**src/design/wepid_integ.sv**
```systemverilog
// ----------------------------------------------------------------------------
// wepid_integ
// Controller state: the clamped error integral and the last error, with the
// next integral and the error difference for the D term.
// ----------------------------------------------------------------------------
module wepid_integ #(
	parameter int DATA_WIDTH = 32
) (
	input  logic                         clk,
	input  logic                         arst_n,
	input  logic                         adv,
	input  logic signed [DATA_WIDTH-1:0] err,
	input  logic [30:0]                  integral_limit,
	output logic signed [DATA_WIDTH-1:0] integ_next,
	output logic signed [DATA_WIDTH:0]   diff
);

	localparam int IW = ((DATA_WIDTH + 1 > 32) ? DATA_WIDTH + 1 : 32) + 1;

	localparam logic signed [IW-1:0] ONE  = IW'(1);
	localparam logic signed [IW-1:0] VMAX = (ONE <<< (DATA_WIDTH - 1)) - ONE;
	localparam logic signed [IW-1:0] VMIN = -VMAX - ONE;

	logic signed [DATA_WIDTH-1:0] integ_q;
	logic signed [DATA_WIDTH-1:0] prev_q;
	logic signed [IW-1:0]         sum_i;
	logic signed [IW-1:0]         lim_i;
	logic signed [IW-1:0]         clamp_i;
	logic signed [IW-1:0]         sat_i;

	// integral plus error, clamped to the limit, then to the value range
	always_comb begin
		sum_i = IW'(integ_q) + IW'(err);
		lim_i = $signed(IW'(integral_limit));
		if (sum_i < -lim_i)
			clamp_i = -lim_i;
		else if (sum_i > lim_i)
			clamp_i = lim_i;
		else
			clamp_i = sum_i;
		if (clamp_i > VMAX)
			sat_i = VMAX;
		else if (clamp_i < VMIN)
			sat_i = VMIN;
		else
			sat_i = clamp_i;
		integ_next = sat_i[DATA_WIDTH-1:0];
	end

	// exact error difference
	assign diff = (DATA_WIDTH + 1)'(err) - (DATA_WIDTH + 1)'(prev_q);

	// state update once per beat
	always_ff @(posedge clk or negedge arst_n) begin
		if (!arst_n) begin
			integ_q <= '0;
			prev_q  <= '0;
		end else if (adv) begin
			integ_q <= integ_next;
			prev_q  <= err;
		end
	end

endmodule

```
**config.mk**
```make
export PLATFORM = sky130hd
export DESIGN_NAME = wepid_integ
export DESIGN_NICKNAME = d
export VERILOG_FILES = /design/src/design/wepid_integ.sv
export SDC_FILE = /design/constraint.sdc
export NUM_CORES = 1
export LEC_CHECK = 0
export BUFFER_PORTS_ARGS = -buffer_cell sky130_fd_sc_hd__buf_2
export CAP_MARGIN = 5
export CORE_ASPECT_RATIO = 0.75
export CORE_UTILIZATION = 56
export CTS_BUF_LIST = sky130_fd_sc_hd__clkbuf_16
export CTS_CLUSTER_SIZE = 28
export DETAILED_ROUTE_END_ITERATION = 16
export PLACE_DENSITY = 0.79
export SYNTH_ARGS = -nofsm -noshare
export SYNTH_HDL_FRONTEND = slang
export SYNTH_SLANG_ARGS = --single-unit
```
**constraint.sdc**
```tcl
create_clock -name clk -period 9.4 [get_ports clk]
set_input_delay 1.88 -clock clk [delete_from_list [all_inputs] [get_ports clk]]
set_output_delay 1.88 -clock clk [all_outputs]
set_load 0.02 [all_outputs]
```
==> impl_metrics.json <==
{
  "rrSetupSlack_ns": 3.61,
  "synth_cell_types": 76,
  "synth_compound_area_share_pct": 28.25,
  "leakage_nw": 4.895,
  "ys_async_sr_fraction_pct": 100.0,
  "place.gp.congestion": 1.010,
  "n_fill_cell": 1330,
  "cts_tree": "done",
  "synth_edf_count": 0,
  "clk_pin_slew_ns": 0.05,
  "whs_ns": 0.4997,
  "p_total_mw": 4.109,
  "max_freq_mhz": 108.8,
  "criticalPathCategory": "in2out",
  "synth.largest_area_cell": "ha_1",
  "cts-buffers-inserted": 9,
  "slew_viol_final": 0,
  "diodes": 0,
  "dp.cells": 1444,
  "rows": 39,
  "core_mm2": 0.01518,
  "p_seq_share_pct": 10.2,
  "yosys-top-cells-area": "ha_1 19%, dfrtp_1 18%, xnor2_1 5.8%",
  "wl_per_cell_um": 18.47,
  "min_period_ns": 9.187,
  "cts_hold_buf": 0,
  "p_clk_share_pct": 6.8,
  "min-delay-start": "integ_q[28]$_DFFE_PN0P_",
  "hold_path_end": "integ_q[28]$_DFFE_PN0P_",
  "synth_top_family_by_area": "compound AO/OA/AOI/OAI gates",
  "regToRegStartpoint": "integ_q[0]$_DFFE_PN0P_",
  "rsz0062_at_grt": "true",
  "ir_drop_mv": 0.2333,
  "die_y_um": 109.9,
  "crit_required_ns": 7.52,
  "postLayoutCoreUtil_pct": 65.76,
  "drtIter0Drc": 1251,
  "drive_above_1_share_pct": 17.17,
  "crit_path_start_kind": "input pin",
  "fin_area_mm2": 0.009980,
  "critical-path-top-delay-family": "compound AO/OA/AOI/OAI gates",
  "vias_per_cell": 6.268,
  "cts_root_buffer": "clkbuf_16",
  "cts.sink_count": 64,
  "synth-xor-area-share_pct": 8.067,
  "cts_max_level": 3,
  "min_path_type": "reg2reg",
  "fin_skew_ns": 0.006282,
  "synth_seq_area_share_pct": 18.44,
  "switching_share_pct": 56.76,
  "grt_usage_pct": 33.35,
  "synth_top_area_share_pct": 18.58,
  "pre_cts_slack_ns": 0.001650,
  "yosys.area_share.simple_pct": 19.52,
  "path_buf_inv": 4,
  "drt_wl_total_mm": 26.92,
  "die_x_um": 145.8,
  "die_area_mm2": 0.01602,
  "vias": 9133,
  "reg2reg_depth": 22,
  "holdPathStages": 1,
  "grt_max_degree": 79,
  "setup_tns_ns": 0,
  "num-nets-final": 1448,
  "grt-ovfl-total": 0,
  "p_comb_share_pct": 83.0,
  "internal-power_mw": 1.777,
  "clk_latency_ns": 0.33,
  "synth-seq-cells": 64,
  "io_pins": 131,
  "syn_nets": 1315,
  "dpl_cell_area_mm2": 0.009646,
  "cp_cell_sequence": "buf_2, ha_1, fa_1, a211oi_1, o21ai_0, o31a_1, a21o_1, or2_2, a31oi_1, xnor2_1, ha_1, and4_1, a21o_1, o211ai_1, o211ai_1, nor3_1, buf_4, mux2i_4, buf_4, a21oi_1, a221oi_1, nor2_1, buf_2",
  "antenna_found_initial": 0,
  "ant_nets": 0,
  "synthAdderAreaFrac_pct": 19.04,
  "power_density_mw_per_mm2": 411.7,
  "cp-end-kind": "output port",
  "synth_common_cells": "129 x ha_1, 97 x nand2_1, 88 x inv_1, 86 x a21oi_1, 85 x o21ai_0",
  "maxCapViolations": 0,
  "initial_core_util_pct": 57.23,
  "fin_crit_sh_pct": 97.74,
  "r2r_end": "integ_q[23]$_DFFE_PN0P_",
  "dp_hpwl_mm": 21.93,
  "max_stage_delay_ns": 0.48,
  "status": "complete, no violations",
  "grt_pass1_vias": 7999,
  "maxSlewHeadroom_pct": 40.98,
  "grt_pass1_wl_mm": 41.88,
  "tightest_slew_ns": 0.8786,
  "area_growth_pct": 14.89,
  "layout_setup_ws_ns": 0.2127,
  "crit_arrival_ns": 7.31,
  "cp_max_fo": 20,
  "synth_area_mm2": 0.008686,
  "clk_path_buf_depth": 2,
  "firstDrtPassIters": 6,
  "portBuffers": 130,
  "drc": 0,
  "synth_most_common_cell": "ha_1",
  "p_sw_mw": 2.332,
  "synthMuxAreaShare_pct": 0.8787,
  "finalHoldViolCount": 0,
  "dominantRegCellSynth": "dfrtp_1",
  "final_cells": 1457,
  "setup_viol": 0,
  "yosys_warnings": 0,
  "syn-mean-instance-area_um2": 7.769,
  "crit_slowest_cell": "a221oi_1",
  "synthCells": 1118
}
==> registers in the layout, summed over array words and instances, names as in the netlist <==
signal	cells
prev_q	32
integ_q	32
==> worst max-delay path by stage <==
stage                                 start        endpoint  slack, ns  cells after the start
after floorplan           integral_limit[8]  integ_next[20]       0.44                     21
after global placement               err[0]  integ_next[22]       0.18                     24
after detailed placement             err[0]  integ_next[21]      0.002                     24
after CTS                            err[0]  integ_next[22]       0.02                     24
after global routing                 err[0]   integ_next[8]      -0.06                     24
final                                err[0]   integ_next[8]       0.21                     23
==> power groups by stage <==
stage               Sequential [mW]  Clock (mW)  Combinational (mW)
finish                        0.418       0.279                3.41
global route                  0.422       0.295                3.67
CTS                           0.414       0.284                3.24
detailed placement            0.417           0                3.21
global placement              0.415           0                3.17
floorplan                     0.392           0                2.25
==> metal layers <==
| layer | wire length [µm] | GRT usage [%] | vias up |
|---|---|---|---|
| met5 | 0 | 0 | - |
| met4 | 646 | 10.53 | 0 |
| li1 | - | - | 4391 |
| met3 | 3206 | 8.008 | 60 |
| met2 | 10530 | 47.06 | 556 |
| met1 | 12540 | 49.23 | 4126 |
==> area by class of cell <==
class	count	area [µm²]	area share, %
multi-input cells	928	6680	66.94
flip-flops and latches	64	1602	16.05
repair buffers	159	868.3	8.701
inverters	89	334.1	3.348
well taps	205	256.5	2.570
clock buffers	9	225.2	2.257
clock inverters	3	13.76	0.1379
==> what timing repair did <==
| action | 4_1_cts | 5_1_grt |
|---|---|---|
| gates resized for setup | 2 | 19 |
| setup buffers | 0 | 1 |
| setup endpoints to repair | 2 | 31 |
==> cell families (layout without fill, tap and decap cells) <==
family,after synthesis,count (layout)
mux,7,7
compound gates,367,367
simple gates,343,343
flops,64,64
buf+inv,126,260
fa+ha+maj,131,131
xor+xnor,80,80
==> cell usage in the layout, fill, tap and decap left out, drive strengths merged, types with 18 or more instances in the layout <==
cell    instances
a211oi         19
a21o           40
a21oi          86
and3           19
buf           159
dfrtp          64
ha            129
inv            89
nand2          98
nand3          29
nand4          18
nor2           67
nor3           45
o21ai          86
xnor2          58
xor2           22
(Power assumes the default switching activity.)
