**src/design/wepid_pkg.sv**
```systemverilog
// ----------------------------------------------------------------------------
// wepid_pkg
// Shared types and constants of the wrapped-error PID controller: register
// indexes, fold modes, the configuration bundle and the fold constants.
// ----------------------------------------------------------------------------
package wepid_pkg;

	// width of the gain registers
	localparam int GAIN_W = 32;

	// fold constants, in whole units before the fraction shift
	localparam int FOLD_8191  = 8191;
	localparam int FOLD_4095  = 4095;
	localparam int FOLD_360   = 360;
	localparam int FOLD_65535 = 65535;
	localparam int FOLD_32767 = 32767;

	// configuration register indexes
	typedef enum logic [3:0] {
		REG_GAIN_P         = 4'd0,
		REG_GAIN_I         = 4'd1,
		REG_GAIN_D         = 4'd2,
		REG_DEAD_BAND      = 4'd3,
		REG_INTEGRAL_LIMIT = 4'd4,
		REG_IOUT_LIMIT     = 4'd5,
		REG_OUT_LIMIT      = 4'd6,
		REG_WRAP_MODE      = 4'd7
	} reg_index_t;

	// error fold modes
	typedef enum logic [2:0] {
		WRAP_NONE        = 3'd0,
		WRAP_8191        = 3'd1,
		WRAP_8191_4095   = 3'd2,
		WRAP_360         = 3'd3,
		WRAP_65535       = 3'd4,
		WRAP_65535_32767 = 3'd5
	} wrap_mode_t;

	// configuration bundle
	typedef struct packed {
		logic signed [GAIN_W-1:0] gain_p;
		logic signed [GAIN_W-1:0] gain_i;
		logic signed [GAIN_W-1:0] gain_d;
		logic [30:0]              dead_band;
		logic [30:0]              integral_limit;
		logic [30:0]              iout_limit;
		logic [30:0]              out_limit;
		logic [2:0]               wrap_mode;
	} cfg_t;

endpackage

```
**src/design/wepid_mul.sv**
```systemverilog
// ----------------------------------------------------------------------------
// wepid_mul
// Gain multiply: operand split in two halves, partial products registered,
// then recombined, shifted down by the gain fraction and saturated.
// ----------------------------------------------------------------------------
module wepid_mul #(
	parameter int A_WIDTH        = 33,
	parameter int DATA_WIDTH     = 32,
	parameter int GAIN_FRAC_BITS = 16
) (
	input  logic                                 clk,
	input  logic                                 en,
	input  logic signed [A_WIDTH-1:0]            a,
	input  logic signed [wepid_pkg::GAIN_W-1:0]  gain,
	output logic signed [DATA_WIDTH-1:0]         res
);

	localparam int GW   = wepid_pkg::GAIN_W;
	localparam int LO_W = A_WIDTH / 2;
	localparam int HI_W = A_WIDTH - LO_W;
	localparam int PW   = A_WIDTH + GW;

	localparam logic signed [PW-1:0] ONE  = PW'(1);
	localparam logic signed [PW-1:0] VMAX = (ONE <<< (DATA_WIDTH - 1)) - ONE;
	localparam logic signed [PW-1:0] VMIN = -VMAX - ONE;

	logic [LO_W-1:0]             lo;
	logic signed [HI_W-1:0]      hi;
	logic signed [LO_W+GW:0]     pl_s4;
	logic signed [HI_W+GW-1:0]   ph_s4;
	logic signed [PW-1:0]        full;
	logic signed [PW-1:0]        shifted;

	assign lo = a[LO_W-1:0];
	assign hi = a[A_WIDTH-1:LO_W];

	// partial products
	always_ff @(posedge clk) begin
		if (en) begin
			pl_s4 <= $signed({1'b0, lo}) * gain;
			ph_s4 <= hi * gain;
		end
	end

	// recombine, floor shift, saturate
	always_comb begin
		full    = $signed({ph_s4, {LO_W{1'b0}}}) + PW'(pl_s4);
		shifted = full >>> GAIN_FRAC_BITS;
		if (shifted > VMAX)
			res = VMAX[DATA_WIDTH-1:0];
		else if (shifted < VMIN)
			res = VMIN[DATA_WIDTH-1:0];
		else
			res = shifted[DATA_WIDTH-1:0];
	end

endmodule

```
**config.mk**
```make
export PLATFORM = sky130hd
export DESIGN_NAME = wepid_mul
export DESIGN_NICKNAME = d
export VERILOG_FILES = /design/src/design/wepid_pkg.sv /design/src/design/wepid_mul.sv
export SDC_FILE = /design/constraint.sdc
export NUM_CORES = 2
export LEC_CHECK = 0
export ABC_CLOCK_PERIOD_IN_PS = 8189
export BUFFER_PORTS_ARGS = -buffer_cell sky130_fd_sc_hd__buf_4
export CAP_MARGIN = 5
export CORE_MARGIN = 8
export CORE_UTILIZATION = 25
export CTS_BUF_LIST = sky130_fd_sc_hd__clkbuf_4 sky130_fd_sc_hd__clkbuf_8
export CTS_CLUSTER_DIAMETER = 150
export CTS_CLUSTER_SIZE = 24
export DETAILED_ROUTE_END_ITERATION = 7
export PLACE_DENSITY_LB_ADDON = 0.08
export SETUP_SLACK_MARGIN = 0.02
export SYNTH_ARGS = -nofsm -noshare
export SYNTH_HDL_FRONTEND = slang
export SYNTH_SLANG_ARGS = --single-unit
```
**constraint.sdc**
```tcl
create_clock -name clk -period 8.19 [get_ports clk]
set_clock_uncertainty 0.15 [all_clocks]
set_input_delay 0.819 -clock clk [delete_from_list [all_inputs] [get_ports clk]]
set_output_delay 0.819 -clock clk [all_outputs]
set_load 0.05 [all_outputs]
```
==> key figures <==
Clock network
  – Post-CTS clock slew at the launch and capture registers of the worst setup and hold paths: 140 ps
  – Post-cts resize count: 0
  – Clock tree from TritonCTS: yes
  – Number of sinks driven by the clock tree: 82
  – Total clock buffers created by CTS: 9
  – Hold-fix buffers at CTS: 0
  – CTS Root Cell: sky130_fd_sc_hd__clkbuf_8
  – CTS H-Tree Depth: 3
  – Clock Path Buffers: 2
  – Number of buffers inserted to repair setup after CTS: 0

Worst setup path
  – Crit. End Element: flop
  – Crit-path max cell delay: 550 ps
  – Worst setup path end: pl_s4[48]
  – Cell type group with the largest total delay on the critical path: adder cells
  – Required time of the critical path: 8230 ps
  – Logic depth of the worst setup path including buffers: 27
  – Crit path DAT: 7610 ps
  – CP Launch Type: input pin
  – Cell occurring most often along the worst timing path: sky130_fd_sc_hd__fa_1
  – CP max FO: 23
  – Launch point of the worst path: a[3]
  – Critical path's slowest cell: sky130_fd_sc_hd__fa_1
  – Critical path type: input pin to flop
  – Buf+Inv Stages, Crit Path: 8

Place
  – I/O Buffers: 98
  – Placer congestion estimate: 0.806
  – Number of cells after detailed placement: 6711
  – HPWL after detailed placement: 114 mm
  – Area of placed instances: 44700 µm²

Floorplanning
  – Vert. Die Dim: 423 µm
  – Overall die area: 179000 µm²
  – Effective utilization at floorplan: 25.1%
  – Placeable Area: 165000 µm²
  – IO Pins: 99
  – Horizontal extent of the die: 423 µm
  – Number of core rows: 149

Timing
  – Setup repair after global routing missed its margin: false
  – Minimum period implied by the final worst setup slack: 7570 ps
  – Count of pins over their slew limit: 0
  – Final setup violation count: 0
  – Ratio of final minimum period to clock period: 92.5%
  – Number of endpoints with negative hold slack in the final report: 0
  – Max Clock Freq: 132 MHz
  – Relative slew slack: 33.1%
  – Worst-margin pin slew: 1000 ps

Routing
  – DRC violation total after the first TritonRoute iteration: 1239
  – Average wire per standard cell: 20.1 µm
  – Vias after detailed routing: 29.0k
  – Detail-routed via count per cell: 4.31
  – Count of TritonRoute iterations in the first routing pass: 5
  – Post-route antenna net violation count: 0
  – Total detailed-routing wirelength: 136 mm
  – Count of unresolved DRC violations after routing: 0

Cells and area
  – Most common cell after layout, fill and taps aside: sky130_fd_sc_hd__inv_1
  – Commonest cells after routing, fill and taps aside: 1091 x sky130_fd_sc_hd__inv_1, 1009 x sky130_fd_sc_hd__fa_1, 671 x sky130_fd_sc_hd__nand2_1, 419 x sky130_fd_sc_hd__and2_1, 278 x sky130_fd_sc_hd__ha_1
  – Syn-to-layout area delta: 8.64%
  – Ratio of cells with drive above 1 in the final layout: 5.13%
  – Layout filler cell count: 17.8k
  – Layout Cell Area excl Fill: 44900 µm²
  – Nets@finish: 5887
  – Final Non-Filler Cells: 6736
  – Post-route core utilization: 27.3%

Synthesis
  – Synth Net Count: 5912
  – Mean area per synthesized cell: 9.07 µm²
  – Sequential element share of the synthesized area: 5.95%
  – Number of cells produced by synthesis: 4558
  – Fraction of registers with async set/reset: 0%
  – Number of storage elements in the synthesis netlist: 82
  – Area of the mapped netlist: 41400 µm²
  – Library cells used by synthesis: 75
  – Count of flip-flops with a built-in enable after synthesis: 82
  – Synth Flop Type: sky130_fd_sc_hd__edfxtp_1
  – Yosys synthesis warning count: 0

Global routing
  – Vias in the first global route: 33.2k
  – Largest net degree at the start of global routing: 54
  – Number of antenna violations at the first check in global routing: 18
  – Global-route wire length before repair: 212 mm
  – Total congestion overflow after global routing: 0
  – Gr usage total: 15.4%

Min path
  – Hold WC Path Type: input pin to flop

Flow run
  – Number of max-capacitance violations reported: 0

Outcome
  – Result of the run: completed
## how the worst min path moves through the flow
stage / startpoint / to / slack (ps) / cells past startpoint
6_report: en / pl_s4[41] / 700 / 1
5_1_grt: en / pl_s4[41] / 710 / 1
4_1_cts: en / pl_s4[41] / 680 / 1
3_5_place_dp: en / ph_s4[47] / 1180 / 1
3_3_place_gp: en / ph_s4[47] / 1180 / 1
2_1_floorplan: en / ph_s4[0] / 780 / 0
## synthesized netlist by cell type, types with 18 or more instances
cell type	count	area share (%)
sky130_fd_sc_hd__xnor2_1	91	1.9
sky130_fd_sc_hd__o21a_1	18	0.33
sky130_fd_sc_hd__nand2b_1	20	0.30
sky130_fd_sc_hd__fa_1	1009	49
sky130_fd_sc_hd__inv_1	1091	9.9
sky130_fd_sc_hd__nor3_1	18	0.22
sky130_fd_sc_hd__o21ai_1	30	0.36
sky130_fd_sc_hd__clkbuf_1	211	1.9
sky130_fd_sc_hd__nand2_1	671	6.1
sky130_fd_sc_hd__and3_1	22	0.33
sky130_fd_sc_hd__ha_1	278	8.4
sky130_fd_sc_hd__edfxtp_1	82	6.0
sky130_fd_sc_hd__a21oi_1	109	1.3
sky130_fd_sc_hd__xor2_1	37	0.78
sky130_fd_sc_hd__o21ai_0	66	0.80
sky130_fd_sc_hd__a21o_1	78	1.4
sky130_fd_sc_hd__nor2_1	83	0.75
sky130_fd_sc_hd__and2_1	419	6.3
sky130_fd_sc_hd__nand3_1	29	0.35
## layout make-up
type	count	area, µm²	area share [%]
Timing Repair Buffer	189	1490	3.32
Sequential cell	82	2460	5.48
Antenna cell	9	22.5	0.0501
Inverter	1092	4100	9.12
Clock inverter	7	72.6	0.161
Tap cell	2189	2740	6.10
Clock buffer	9	124	0.276
Multi-Input combinational cell	3159	33900	75.5
## flip-flops by register name, indices dropped and copies added, names as in the netlist
register  cells
ph_s4        49
pl_s4        33
## through the flow
stage	hold WS [ps]	setup WS [ps]	setup TNS [ps]
after global routing	712	132	0
final	703	617	0
after global placement	1180	-89.2	-202
after floorplan	781	1150	0
after detailed placement	1180	-65.8	-129
after CTS	676	415	0
## kinds of logic after synthesis
kind of cell / after synthesis / synth area share [%]
AO/OA/AOI/OAI: 408 / 6.41
XOR/XNOR: 128 / 2.71
adder cells (fa/ha/maj): 1287 / 57.2
buffers and inverters: 1317 / 12.0
flip-flops: 82 / 5.95
multiplexers: 4 / 0.103
AND/OR/NAND/NOR: 1332 / 15.5
## per-layer routing
layer | share of wire [%] | routed length, µm | GRT usage (%)
met2 | 45 | 61300 | 25.2
met3 | 2.9 | 3970 | 1.33
met5 | 0.0096 | 13 | 0
met4 | 1.1 | 1540 | 2.01
met1 | 51 | 68900 | 22.7
Power is left out: the tool's default activity adds up to more than one toggle a clock period on the data nets, which glitch-free logic cannot reach.
